$ cat config.mk
export PLATFORM = sky130hd
export DESIGN_NAME = frame_interval_monitor_top
export DESIGN_NICKNAME = d
export VERILOG_FILES = /design/src/rtl/fim_pkg.sv /design/src/rtl/fim_ctrl.sv /design/src/rtl/fim_datapath.sv /design/src/rtl/frame_interval_monitor_top.sv
export SDC_FILE = /design/constraint.sdc
export NUM_CORES = 2
export LEC_CHECK = 0
export ABC_CLOCK_PERIOD_IN_PS = 7650
export BUFFER_PORTS_ARGS = -buffer_cell sky130_fd_sc_hd__buf_2
export CAP_MARGIN = 10
export CORE_UTILIZATION = 50
export DETAILED_ROUTE_END_ITERATION = 6
export PLACE_DENSITY_LB_ADDON = 0.1
export SYNTH_ARGS = -nofsm -noshare
export SYNTH_HDL_FRONTEND = slang
export SYNTH_SLANG_ARGS = --single-unit
export TNS_END_PERCENT = 5
$ cat constraint.sdc
create_clock -name i_clk -period 7.65 [get_ports i_clk]
set_input_delay 0.765 -clock i_clk [delete_from_list [all_inputs] [get_ports i_clk]]
set_output_delay 0.765 -clock i_clk [all_outputs]
set_load 0.05 [all_outputs]
$ cat src/rtl/fim_pkg.sv
// ----------------------------------------------------------------------------
// fim_pkg: shared definitions for the frame interval monitor
// Field widths, reset values and the command and status bundles that pass
// between the controller and the datapath.
// ----------------------------------------------------------------------------
package fim_pkg;

    localparam int TS_W              = 48;
    localparam int IV_W              = 32;
    localparam int RATE_W            = 32;
    localparam int HELD_W            = 7;
    localparam int WIN_TICKS_W       = IV_W + 1;
    localparam int HISTORY_DEPTH_DEF = 64;

    localparam logic [IV_W-1:0] TPS_RESET = 32'd10000000;

    // Commands from the controller; each enables one step of the datapath.
    typedef struct packed {
        logic capture;    // take the timestamp of an accepted transfer
        logic calc;       // form the saturated interval
        logic gate;       // outlier gate, window update, history read
        logic update;     // history write, sum and count update
        logic div_load;   // load the serial divider
        logic div_step;   // one quotient bit
        logic out_load;   // load the result register and the average
    } t_dp_cmd;

    typedef struct packed {
        logic div_last;   // the divider is on its final quotient bit
    } t_dp_status;

endpackage

$ cat src/rtl/fim_ctrl.sv
// ----------------------------------------------------------------------------
// fim_ctrl: sequencing controller of the frame interval monitor
// Steps each accepted item through the datapath and owns the output valid.
// ----------------------------------------------------------------------------
module fim_ctrl (
    input  logic                  i_clk,
    input  logic                  i_rst_n,
    input  logic                  i_in_valid,
    output logic                  o_in_ready,
    output logic                  o_out_valid,
    input  logic                  i_out_ready,
    input  fim_pkg::t_dp_status   i_status,
    output fim_pkg::t_dp_cmd      o_cmd
);

    localparam logic [2:0] ST_IDLE  = 3'd0;
    localparam logic [2:0] ST_CALC  = 3'd1;
    localparam logic [2:0] ST_GATE  = 3'd2;
    localparam logic [2:0] ST_UPD   = 3'd3;
    localparam logic [2:0] ST_DLOAD = 3'd4;
    localparam logic [2:0] ST_DIV   = 3'd5;
    localparam logic [2:0] ST_DONE  = 3'd6;

    logic [2:0] r_state;
    logic [2:0] n_state;
    logic       r_out_valid;
    logic       n_out_valid;
    logic       out_free;

    assign out_free    = !r_out_valid || i_out_ready;
    assign o_in_ready  = (r_state == ST_IDLE);
    assign o_out_valid = r_out_valid;

    always_comb begin
        n_state        = r_state;
        o_cmd          = '0;
        o_cmd.capture  = i_in_valid && (r_state == ST_IDLE);
        o_cmd.calc     = (r_state == ST_CALC);
        o_cmd.gate     = (r_state == ST_GATE);
        o_cmd.update   = (r_state == ST_UPD);
        o_cmd.div_load = (r_state == ST_DLOAD);
        o_cmd.div_step = (r_state == ST_DIV);
        o_cmd.out_load = (r_state == ST_DONE) && out_free;
        unique case (r_state)
            ST_IDLE:  if (i_in_valid) n_state = ST_CALC;
            ST_CALC:  n_state = ST_GATE;
            ST_GATE:  n_state = ST_UPD;
            ST_UPD:   n_state = ST_DLOAD;
            ST_DLOAD: n_state = ST_DIV;
            ST_DIV:   if (i_status.div_last) n_state = ST_DONE;
            ST_DONE:  if (out_free) n_state = ST_IDLE;
            default:  n_state = ST_IDLE;
        endcase
    end

    always_comb begin
        n_out_valid = r_out_valid;
        if (o_cmd.out_load) begin
            n_out_valid = 1'b1;
        end else if (i_out_ready) begin
            n_out_valid = 1'b0;
        end
    end

    always_ff @(posedge i_clk) begin
        if (!i_rst_n) begin
            r_state     <= ST_IDLE;
            r_out_valid <= 1'b0;
        end else begin
            r_state     <= n_state;
            r_out_valid <= n_out_valid;
        end
    end

endmodule

$ cat src/rtl/fim_datapath.sv
// ----------------------------------------------------------------------------
// fim_datapath: arithmetic and storage of the frame interval monitor
// Interval, outlier gate, interval history, rate window and serial divider.
// ----------------------------------------------------------------------------
module fim_datapath #(
    parameter int HISTORY_DEPTH = fim_pkg::HISTORY_DEPTH_DEF
) (
    input  logic                         i_clk,
    input  logic                         i_rst_n,
    input  fim_pkg::t_dp_cmd             i_cmd,
    output fim_pkg::t_dp_status          o_status,
    input  logic                         i_cfg_wr,
    input  logic [fim_pkg::IV_W-1:0]     i_cfg_data,
    input  logic [fim_pkg::TS_W-1:0]     i_frame_timestamp,
    output logic [fim_pkg::IV_W-1:0]     o_average_interval,
    output logic [fim_pkg::RATE_W-1:0]   o_frame_rate,
    output logic [fim_pkg::HELD_W-1:0]   o_samples_held
);

    localparam int AW     = (HISTORY_DEPTH > 1) ? $clog2(HISTORY_DEPTH) : 1;
    localparam int CW     = $clog2(HISTORY_DEPTH + 1);
    localparam int SW     = fim_pkg::IV_W + AW;
    localparam int STEP_W = $clog2(SW);
    localparam int IV_W   = fim_pkg::IV_W;
    localparam int WT_W   = fim_pkg::WIN_TICKS_W;

    logic [IV_W-1:0]            r_tps;
    logic [fim_pkg::TS_W-1:0]   r_prev_ts;
    logic [fim_pkg::TS_W-1:0]   r_ts;
    logic [IV_W-1:0]            r_interval;
    logic                       r_pass;
    logic [IV_W-1:0]            r_old;
    logic [AW-1:0]              r_slot;
    logic [CW-1:0]              r_count;
    logic [SW-1:0]              r_sum;
    logic [IV_W-1:0]            r_avg;
    logic [fim_pkg::RATE_W-1:0] r_win_frames;
    logic [WT_W-1:0]            r_win_ticks;
    logic [fim_pkg::RATE_W-1:0] r_rate;
    logic [CW-1:0]              r_rem;
    logic [SW-1:0]              r_quot;
    logic [STEP_W-1:0]          r_step;

    logic [IV_W-1:0]            mem [HISTORY_DEPTH];

    logic [fim_pkg::TS_W-1:0]   diff;
    logic [IV_W-1:0]            interval_sat;
    logic [IV_W-1:0]            gap;
    logic [AW-1:0]              next_slot;
    logic                       full;
    logic [fim_pkg::RATE_W-1:0] frames_inc;
    logic [WT_W-1:0]            ticks_inc;
    logic [CW:0]                trial;
    logic                       q_bit;
    logic [IV_W-1:0]            avg_new;

    assign diff         = r_ts - r_prev_ts;
    assign interval_sat = (|diff[fim_pkg::TS_W-1:IV_W]) ? '1 : diff[IV_W-1:0];
    assign gap          = (r_interval >= r_avg) ? (r_interval - r_avg) : (r_avg - r_interval);
    assign next_slot    = (r_slot == AW'(HISTORY_DEPTH - 1)) ? '0 : r_slot + 1'b1;
    assign full         = (r_count == CW'(HISTORY_DEPTH));
    assign frames_inc   = r_win_frames + 1'b1;
    assign ticks_inc    = r_win_ticks + WT_W'(r_interval);

    // Restoring division: shift in one dividend bit, subtract when it fits.
    assign trial   = {r_rem, r_quot[SW-1]};
    assign q_bit   = (trial >= {1'b0, r_count});
    assign avg_new = (r_count == '0) ? '0 : r_quot[IV_W-1:0];

    assign o_status.div_last = (r_step == STEP_W'(SW - 1));

    // History memory; the entry about to be overwritten is read in the gate step.
    always_ff @(posedge i_clk) begin
        if (i_cmd.update && r_pass) begin
            mem[next_slot] <= r_interval;
        end
        if (i_cmd.gate) begin
            r_old <= mem[next_slot];
        end
    end

    always_ff @(posedge i_clk) begin
        if (i_cmd.capture) begin
            r_ts <= i_frame_timestamp;
        end
        if (i_cmd.calc) begin
            r_interval <= interval_sat;
        end
        if (i_cmd.gate) begin
            r_pass <= (gap < r_tps);
        end
        if (i_cmd.div_load) begin
            r_quot <= r_sum;
            r_rem  <= '0;
            r_step <= '0;
        end else if (i_cmd.div_step) begin
            r_quot <= {r_quot[SW-2:0], q_bit};
            r_rem  <= q_bit ? CW'(trial - {1'b0, r_count}) : trial[CW-1:0];
            r_step <= r_step + 1'b1;
        end
        if (i_cmd.out_load) begin
            o_average_interval <= avg_new;
            o_frame_rate       <= r_rate;
            o_samples_held     <= fim_pkg::HELD_W'(r_count);
        end
    end

    always_ff @(posedge i_clk) begin
        if (!i_rst_n) begin
            r_tps        <= fim_pkg::TPS_RESET;
            r_prev_ts    <= '0;
            r_slot       <= '0;
            r_count      <= '0;
            r_sum        <= '0;
            r_avg        <= '0;
            r_win_frames <= '0;
            r_win_ticks  <= '0;
            r_rate       <= '0;
        end else begin
            if (i_cfg_wr) begin
                r_tps <= i_cfg_data;
            end
            if (i_cmd.calc) begin
                r_prev_ts <= r_ts;
            end
            if (i_cmd.gate) begin
                if (ticks_inc > WT_W'(r_tps)) begin
                    r_rate       <= frames_inc;
                    r_win_frames <= '0;
                    r_win_ticks  <= '0;
                end else begin
                    r_win_frames <= frames_inc;
                    r_win_ticks  <= ticks_inc;
                end
            end
            if (i_cmd.update && r_pass) begin
                r_slot <= next_slot;
                if (full) begin
                    r_sum <= r_sum + SW'(r_interval) - SW'(r_old);
                end else begin
                    r_count <= r_count + 1'b1;
                    r_sum   <= r_sum + SW'(r_interval);
                end
            end
            if (i_cmd.out_load) begin
                r_avg <= avg_new;
            end
        end
    end

endmodule

$ cat src/rtl/frame_interval_monitor_top.sv
// Divider: a serial divider forms one quotient bit per cycle over the history
//   sum, which is SW = 32 + clog2(HISTORY_DEPTH) bits wide (38 at depth 64).
// A new transfer is taken only once the previous result has been loaded into
//   the output register.
// Reset: synchronous, active low; the control state, output valid, history slot,
//   count and sum, the average and the rate clear, and the one-second threshold returns to 10000000 ticks.
// ----------------------------------------------------------------------------
// frame_interval_monitor_top: frame interval averaging and frame-rate counter
// Takes frame-end timestamps, keeps a moving average of the frame interval
// over a history of recent intervals and counts frames per second.
// ----------------------------------------------------------------------------
//
// Each frame-end timestamp arrives as one input transfer. The controller then
// walks the datapath through a fixed sequence of steps:
//   1. The interval since the previous timestamp is formed modulo 2^48 and
//      saturated to 32 bits.
//   2. The interval is compared against the current average. When it lies
//      within one second (ticks_per_second) of it, it is accepted into the
//      history. In the same step the one-second rate window is advanced, and
//      the history entry that a full history will drop is read.
//   3. An accepted interval is written into the history ring, and the running
//      sum and sample count are updated.
//   4. A restoring serial divider forms sum / count, one bit per cycle.
//   5. The new average, the latched rate and the sample count are loaded into
//      the output register.
// The output register separates the two sides, so a new transfer is taken as
// soon as the result is loaded, even if the consumer has not yet taken it.
// The configuration channel is always ready; it is to be written while idle, which the block itself does not enforce.
module frame_interval_monitor_top #(
    parameter int HISTORY_DEPTH = fim_pkg::HISTORY_DEPTH_DEF
) (
    input  logic                         i_clk,
    input  logic                         i_rst_n,
    // Input channel.
    input  logic                         i_in_valid,
    output logic                         o_in_ready,
    input  logic [fim_pkg::TS_W-1:0]     i_frame_timestamp,
    // Result channel.
    output logic                         o_out_valid,
    input  logic                         i_out_ready,
    output logic [fim_pkg::IV_W-1:0]     o_average_interval,
    output logic [fim_pkg::RATE_W-1:0]   o_frame_rate,
    output logic [fim_pkg::HELD_W-1:0]   o_samples_held,
    // Configuration channel: ticks_per_second.
    input  logic                         i_cfg_valid,
    output logic                         o_cfg_ready,
    input  logic [fim_pkg::IV_W-1:0]     i_cfg_ticks_per_second
);

    fim_pkg::t_dp_cmd    cmd;
    fim_pkg::t_dp_status status;

    assign o_cfg_ready = 1'b1;

    fim_ctrl u_ctrl (
        .i_clk       (i_clk),
        .i_rst_n     (i_rst_n),
        .i_in_valid  (i_in_valid),
        .o_in_ready  (o_in_ready),
        .o_out_valid (o_out_valid),
        .i_out_ready (i_out_ready),
        .i_status    (status),
        .o_cmd       (cmd)
    );

    fim_datapath #(
        .HISTORY_DEPTH (HISTORY_DEPTH)
    ) u_datapath (
        .i_clk              (i_clk),
        .i_rst_n            (i_rst_n),
        .i_cmd              (cmd),
        .o_status           (status),
        .i_cfg_wr           (i_cfg_valid && o_cfg_ready),
        .i_cfg_data         (i_cfg_ticks_per_second),
        .i_frame_timestamp  (i_frame_timestamp),
        .o_average_interval (o_average_interval),
        .o_frame_rate       (o_frame_rate),
        .o_samples_held     (o_samples_held)
    );

endmodule
; ---- Yosys cells after proc, flatten, opt, wreduce, memory -nomap -nowiden
; Memories as Yosys holds them, arrays and structs flattened. A register that Yosys moved wholly into a read port is not among the register bits.
; Cells that the tools add are included.
[word_totals]
regBits = 467
ram_bits = 2048
inputBits = 85
output_inout_bits = 74
elab_cells = 79
mem_count = 1
[classes]
add_sub_neg = 11
order_cmp = 4
n_eq_ne = 12
mux = 17
bitwise = 1
reduce_logical = 13
[memory_table]
columns = memory, words, word_bits, rd, rd_clocked_by_memory_dff, wr, line
row1 = u_datapath.mem, 64, 32, 1, 1, 1, fim_datapath.sv:44  ; logic [IV_W-1:0] mem [HISTORY_DEPTH];
[op_table]
columns = operator, n
row1 = $mux W38, 3
row2 = $mux W32, 3
row3 = $sub A32 B32 Y32, 2
row4 = $sub A48 B48 Y48, 1
row5 = $add A38 B32 Y38, 1
row6 = $sub A38 B32 Y38, 1
row7 = $add A33 B32 Y33, 1
row8 = $gt A33 B32 Y1, 1
row9 = $mux W33, 1
row10 = $add A32 B1 Y32 const B, 1
row11 = $ge A32 B32 Y1, 1
row12 = $lt A32 B32 Y1, 1
row13 = $pmux W3 S7, 1
row14 = $reduce_or A16 Y1, 1
row15 = $add A6 B1 Y6 const B, 2
row16 = $eq A6 B6 Y1 const B, 2
row17 = $eq A3 B3 Y1 const B, 3
row18 = $mux W3, 3
row19 = $ge A8 B7 Y1, 1
row20 = $add A7 B1 Y7 const B, 1
row21 = $eq A7 B7 Y1 const B, 1
row22 = $logic_not A7 Y1, 1
row23 = $mux W7, 1
row24 = $sub A7 B7 Y7, 1
row25 = other kinds (14), 23

; ---- Depth between registers and ports, before layout
[logic_depth]
depth_word = 4
mapped_depth = 26
ltp_nobuf = 25

; ---- Modules after synthesis
; A second synthesis with hierarchy kept.
[hier_totals]
hier_cells = 7513
area_unflattened_um2 = 106061.7
[by_module_without_submodules]
columns = module, instances, cells_each, area_each_um2, seq_area_each_um2
row1 = fim_datapath, 1, 7482, 105797.7, 73630.6
row2 = fim_ctrl, 1, 29, 252.7, 80.1
row3 = frame_interval_monitor_top, 1, 2, 11.3, 0.0

; ---- Least setup slack after synthesis
; No wires, ideal clock.
[synth_path]
path_type = reg2reg
start = reg u_datapath.r_interval[0]
end = reg u_datapath.r_win_ticks[23]
setup_time_ns = 0.072
arrival_time_ns = 5.895
required_time_ns = 7.578
setup_slack_ns = 1.683
path_stages_with_launch = 27
n_path_buf = 2
period_less_slack_ns = 5.967
cell_sequence = edfxtp_1 -> ha_1 -> fa_1 -> a21o_1 -> a21oi_1 -> o31a_1 -> or3_1 -> a311oi_1 -> nor2_1 -> o211ai_1 -> a211oi_1 -> nor2_1 -> xor2_1 -> ha_1 -> a21o_1 -> a21o_1 -> a21oi_1 -> nor2b_1 -> o21ai_0 -> nand2b_1 -> a221oi_1 -> o221a_2 -> and2_1 -> buf_2 -> buf_1 -> nand3_1 -> a21oi_1
[synth_between]
elab_chain_cells = 3
[synth_lines]
columns = element, line
row1 = "start, declared", fim_datapath.sv:30  ; logic [IV_W-1:0] r_interval;
row2 = "start signal, assigned", fim_datapath.sv:87  ; r_interval <= interval_sat;
row3 = $add A33 B32 Y33 *, fim_datapath.sv:63  ; assign ticks_inc = r_win_ticks + WT_W'(r_interval);
row4 = $gt A33 B32 Y1, fim_datapath.sv:127  ; if (ticks_inc > WT_W'(r_tps)) begin
row5 = $mux W33 *, fim_datapath.sv:127
row6 = "end signal, assigned", fim_datapath.sv:133  ; r_win_ticks <= ticks_inc;
row7 = "end, declared", fim_datapath.sv:38  ; logic [WT_W-1:0] r_win_ticks;
; Mark *: on every way between the ends. The rest lies on a longest branch, timed or not.
; A chain may end at the register's enable or synchronous reset.

; ---- Final worst setup path
[layout_path]
start = reg u_datapath.r_interval[7]
end = reg u_datapath.r_sum[36]
[layout_between]
elab_chain_cells = 3
[layout_lines]
columns = element, line
row1 = $add A38 B32 Y38 *, "fim_datapath.sv:139, fim_datapath.sv:142"
row2 = $sub A38 B32 Y38, fim_datapath.sv:139  ; r_sum <= r_sum + SW'(r_interval) - SW'(r_old);
row3 = $mux W38 *, fim_datapath.sv:138  ; if (full) begin
row4 = "end signal, assigned", fim_datapath.sv:139
row5 = "end signal, assigned", fim_datapath.sv:142  ; r_sum <= r_sum + SW'(r_interval);
row6 = "end, declared", fim_datapath.sv:35  ; logic [SW-1:0] r_sum;
; Marked as above.

==> out/qor.yml <==
cp.depth: 22
drv_slew: 0
grt_pass1_vias: 67919
synthCells: 7724
power_switching_share_pct: 25.8
power_density_nw_per_um2: 275
grt_overflow: 0
period_needed_ns: 6.50
yosys-top-cells-area: "edfxtp_1 (64%), dfxtp_1 (5.2%), a22oi_1 (3.9%)"
synth-xor-area-share_pct: 1.57
fin_nets: 8366
min_path_cells: 3
drive_above_1_share_pct: 11.5
critical_path.startpoint_type: "flip-flop"
crit_fanout: 58
drcViolationCount: 0
firstDrtPassIters: 6
crit_path_frequent_cell: "nor2_1"
critical_path_buf_inv_count: 2
status: "finished clean"
worstPathRequired_ns: 8.53
ys_types: 89
critical-path-top-delay-family: "compound AO/OA/AOI/OAI gates"
post_cts_resize_count: 0
synth_edf_count: 2270
synth_compound_area_share_pct: 14.8
slowest_delay_ns: 0.78
tns_ns: 0
rr_worst_depth: 22
yosysWarnings: 0
ys_seq_area_share_pct: 69.6
coreArea_um2: 210000
final_cell_mix: "edfxtp_1 (2270), nand2_1 (716), a22oi_1 (554)"
synth.area.mux_share_pct: 1.13
cts_buffer_depth: 4
path_cells: "buf_4 -> ha_1 -> o21a_1 -> nor2_1 -> a211oi_1 -> nor2_1 -> a21boi_0 -> o21a_1 -> nor2_1 -> xnor2_1 -> ha_1 -> and3_1 -> and2_1 -> a221oi_1 -> and3_1 -> o31a_1 -> o21ai_1 -> a31oi_1 -> inv_1 -> or4_1 -> a21o_1 -> a21oi_1"
pwr-share-seq_pct: 46.3
async_flop_share_pct: 0
cts_inserted_buffers: 282
pwr-share-comb_pct: 14.8
post-dp-hpwl_mm: 213
syn_avg_cell_area_um2: 13.7
setup-violations-final: 0
postRouteWirelength_mm: 351
grt_pass1_wl_mm: 495
synth_top_area_cell: "edfxtp_1"
viasPerCell: 6.50
num_io_pins: 159
grt_use_total_pct: 32.1
power.share.clock_pct: 38.9
synth_top_family_by_area: "compound AO/OA/AOI/OAI gates"
worstMarginPinSlew_ns: 1.42
grt_max_degree: 104
gp_congestion: 0.933
rsz0062_at_grt: "false"
synth_fa_ha_area_share_pct: 3.46
slowest_stage: "edfxtp_1"
vdd_drop_max_v: 0.000624
max_freq_mhz: 154
fin_crit_sh_pct: 85.0
ctsRootBufferMaster: "clkbuf_16"
clk_pin_slew_ns: 0.06
num_rows: 168
fillers: 16717
power_w: 0.0331
dieWidth_um: 462
fin_util_pct: 57.3
netlist_area_um2: 106000
final_common_cell: "edfxtp_1"
portBuffers: 157
synth_top_area_share_pct: 64.3
arrival_ns: 7.39
syn_nets: 8098
postCtsSetupRepairBufs: 0
crit_type: "flip-flop to flip-flop"
hold_path_class: "input pin to flip-flop"
synth_simple_gate_area_share_pct: 7.00
cp-end-kind: "flip-flop"
insertion_delay_ns: 0.96
relSlewSlack_pct: 4.78
die_height_um: 462
netSwitchingPower_w: 0.00854
drt_iter0_drc: 10180
p_leak_nw: 39.6
clock_skew_ns: 0.0787
die_area_um2: 214000
start_util_pct: 50.5
finalHoldViolCount: 0
maxCapViolations: 0
cts.sinks: 2547
final_antenna_net_count: 0
syn_to_final_growth_pct: 13.5
h-tree-depth: 5
antenna_found_initial: 32
internal-power_w: 0.0246
wl_per_cell_um: 31.9
synth-seq-cells: 2547
tritoncts: "done"
synthFlopType: "edfxtp_1"
vias: 71460
[layer usage]
layer	global-route usage, %	vias up	share of wire, %	wire [µm]
met3	6.53	586	11	38100
li1	-	30663	-	-
met5	0	-	0.019	66
met4	10.3	10	3.4	11900
met1	47.7	36191	42	149000
met2	47.3	4010	43	152000
[synth_stat cells, types with 15 or more instances]
cell type  count
edfxtp_1    2270
nand2_1      720
a22oi_1      555
a21oi_1      513
nor2_1       337
clkbuf_1     326
ha_1         282
dfxtp_1      277
a31oi_1      247
inv_1        236
a221oi_1     218
o21ai_0      148
nand3_1      144
a21o_1       138
xnor2_1      132
a22o_1       105
buf_1         82
nor3_1        71
mux2i_1       70
xor2_1        58
nor4_1        55
and2_1        52
and3_1        49
nand4_1       49
a211oi_1      48
mux2_2        44
buf_2         43
nand2b_1      39
nor2b_1       38
a41oi_1       34
o21bai_1      31
o211ai_1      26
o21a_1        22
a311oi_1      20
o21ai_1       18
o221ai_1      17
o31ai_1       17
or3_1         15
or4_1         15
[final cells by class]
type | instances | area [µm²] | area share [%]
Antenna cell | 4 | 10.0 | 0.00832
Timing Repair Buffer | 436 | 3290 | 2.73
Multi-Input combinational cell | 4485 | 30300 | 25.2
Clock inverter | 126 | 1030 | 0.855
Inverter | 240 | 911 | 0.757
Clock buffer | 356 | 7530 | 6.26
Sequential cell | 2547 | 73700 | 61.3
Tap cell | 2805 | 3510 | 2.92
[per-stage QoR]
stage                     cells  instance area (µm²)  hold slack, ns  setup WS, ns
final                     10999               120000          0.0985          1.15
after global routing      10996               120000          0.0773         0.818
after CTS                 10994               120000          0.0453          1.23
after detailed placement  10464               111000           0.418          1.28
after global placement    10464               111000           0.418          1.40
after floorplan            7724               106000           0.402          1.68
[flip-flops by register name, summed over array words and instances (netlist names), 33 cells and up]
signal,flops
u_datapath.mem,2048
u_datapath.r_prev_ts,48
u_datapath.r_ts,48
u_datapath.r_win_ticks,33
u_datapath.r_quot,38
u_datapath.r_sum,38
[cells by family after synthesis]
family | after synthesis
buf+inv | 692
xor+xnor | 190
simple gates | 1633
mux | 114
compound gates | 2258
other cells | 1
fa+ha+maj | 289
flops | 2547
[power groups by stage]
stage / sequential [W] / clock (W) / combinational (W)
after detailed placement: 0.0156 / 0 / 0.00478
after global routing: 0.0153 / 0.0135 / 0.00537
after CTS: 0.0153 / 0.0130 / 0.00483
after global placement: 0.0156 / 0 / 0.00474
final: 0.0153 / 0.0129 / 0.00490
after floorplan: 0.0156 / 0 / 0.00354
[worst reg2reg max path: stages (launching register included)]
cell      delay (ns)
edfxtp_1        0.78
buf_4           0.73
ha_1            0.30
o21a_1          0.13
nor2_1          0.04
a211oi_1        0.33
nor2_1          0.09
a21boi_0        0.48
o21a_1          0.18
nor2_1          0.05
xnor2_1         0.24
ha_1            0.34
and3_1          0.23
and2_1          0.20
a221oi_1        0.37
and3_1          0.22
o31a_1          0.20
o21ai_1         0.15
a31oi_1         0.41
inv_1           0.11
or4_1           0.54
a21o_1          0.19
a21oi_1         0.12
[final timing paths]
check                                         startpoint                                   end  slack (ns)
hold / removal                i_cfg_ticks_per_second[12]     u_datapath.r_tps[12]$_SDFFE_PN1P_         0.1
setup reg to reg  u_datapath.r_interval[7]$_SDFFCE_PP1N_     u_datapath.r_sum[36]$_SDFFE_PN0P_        1.15
setup / recovery  u_datapath.r_interval[7]$_SDFFCE_PP1N_     u_datapath.r_sum[36]$_SDFFE_PN0P_        1.15
hold reg to reg        u_datapath.r_rate[9]$_SDFFE_PN0P_  u_datapath.o_frame_rate[9]$_DFFE_PP_        0.41
[repair_timing]
action / CTS / global route
endpoints found under the hold margin: 48 / 0
setup endpoints to repair: 0 / 0
hold buffers: 48 / 0
(Power assumes the default switching activity.)
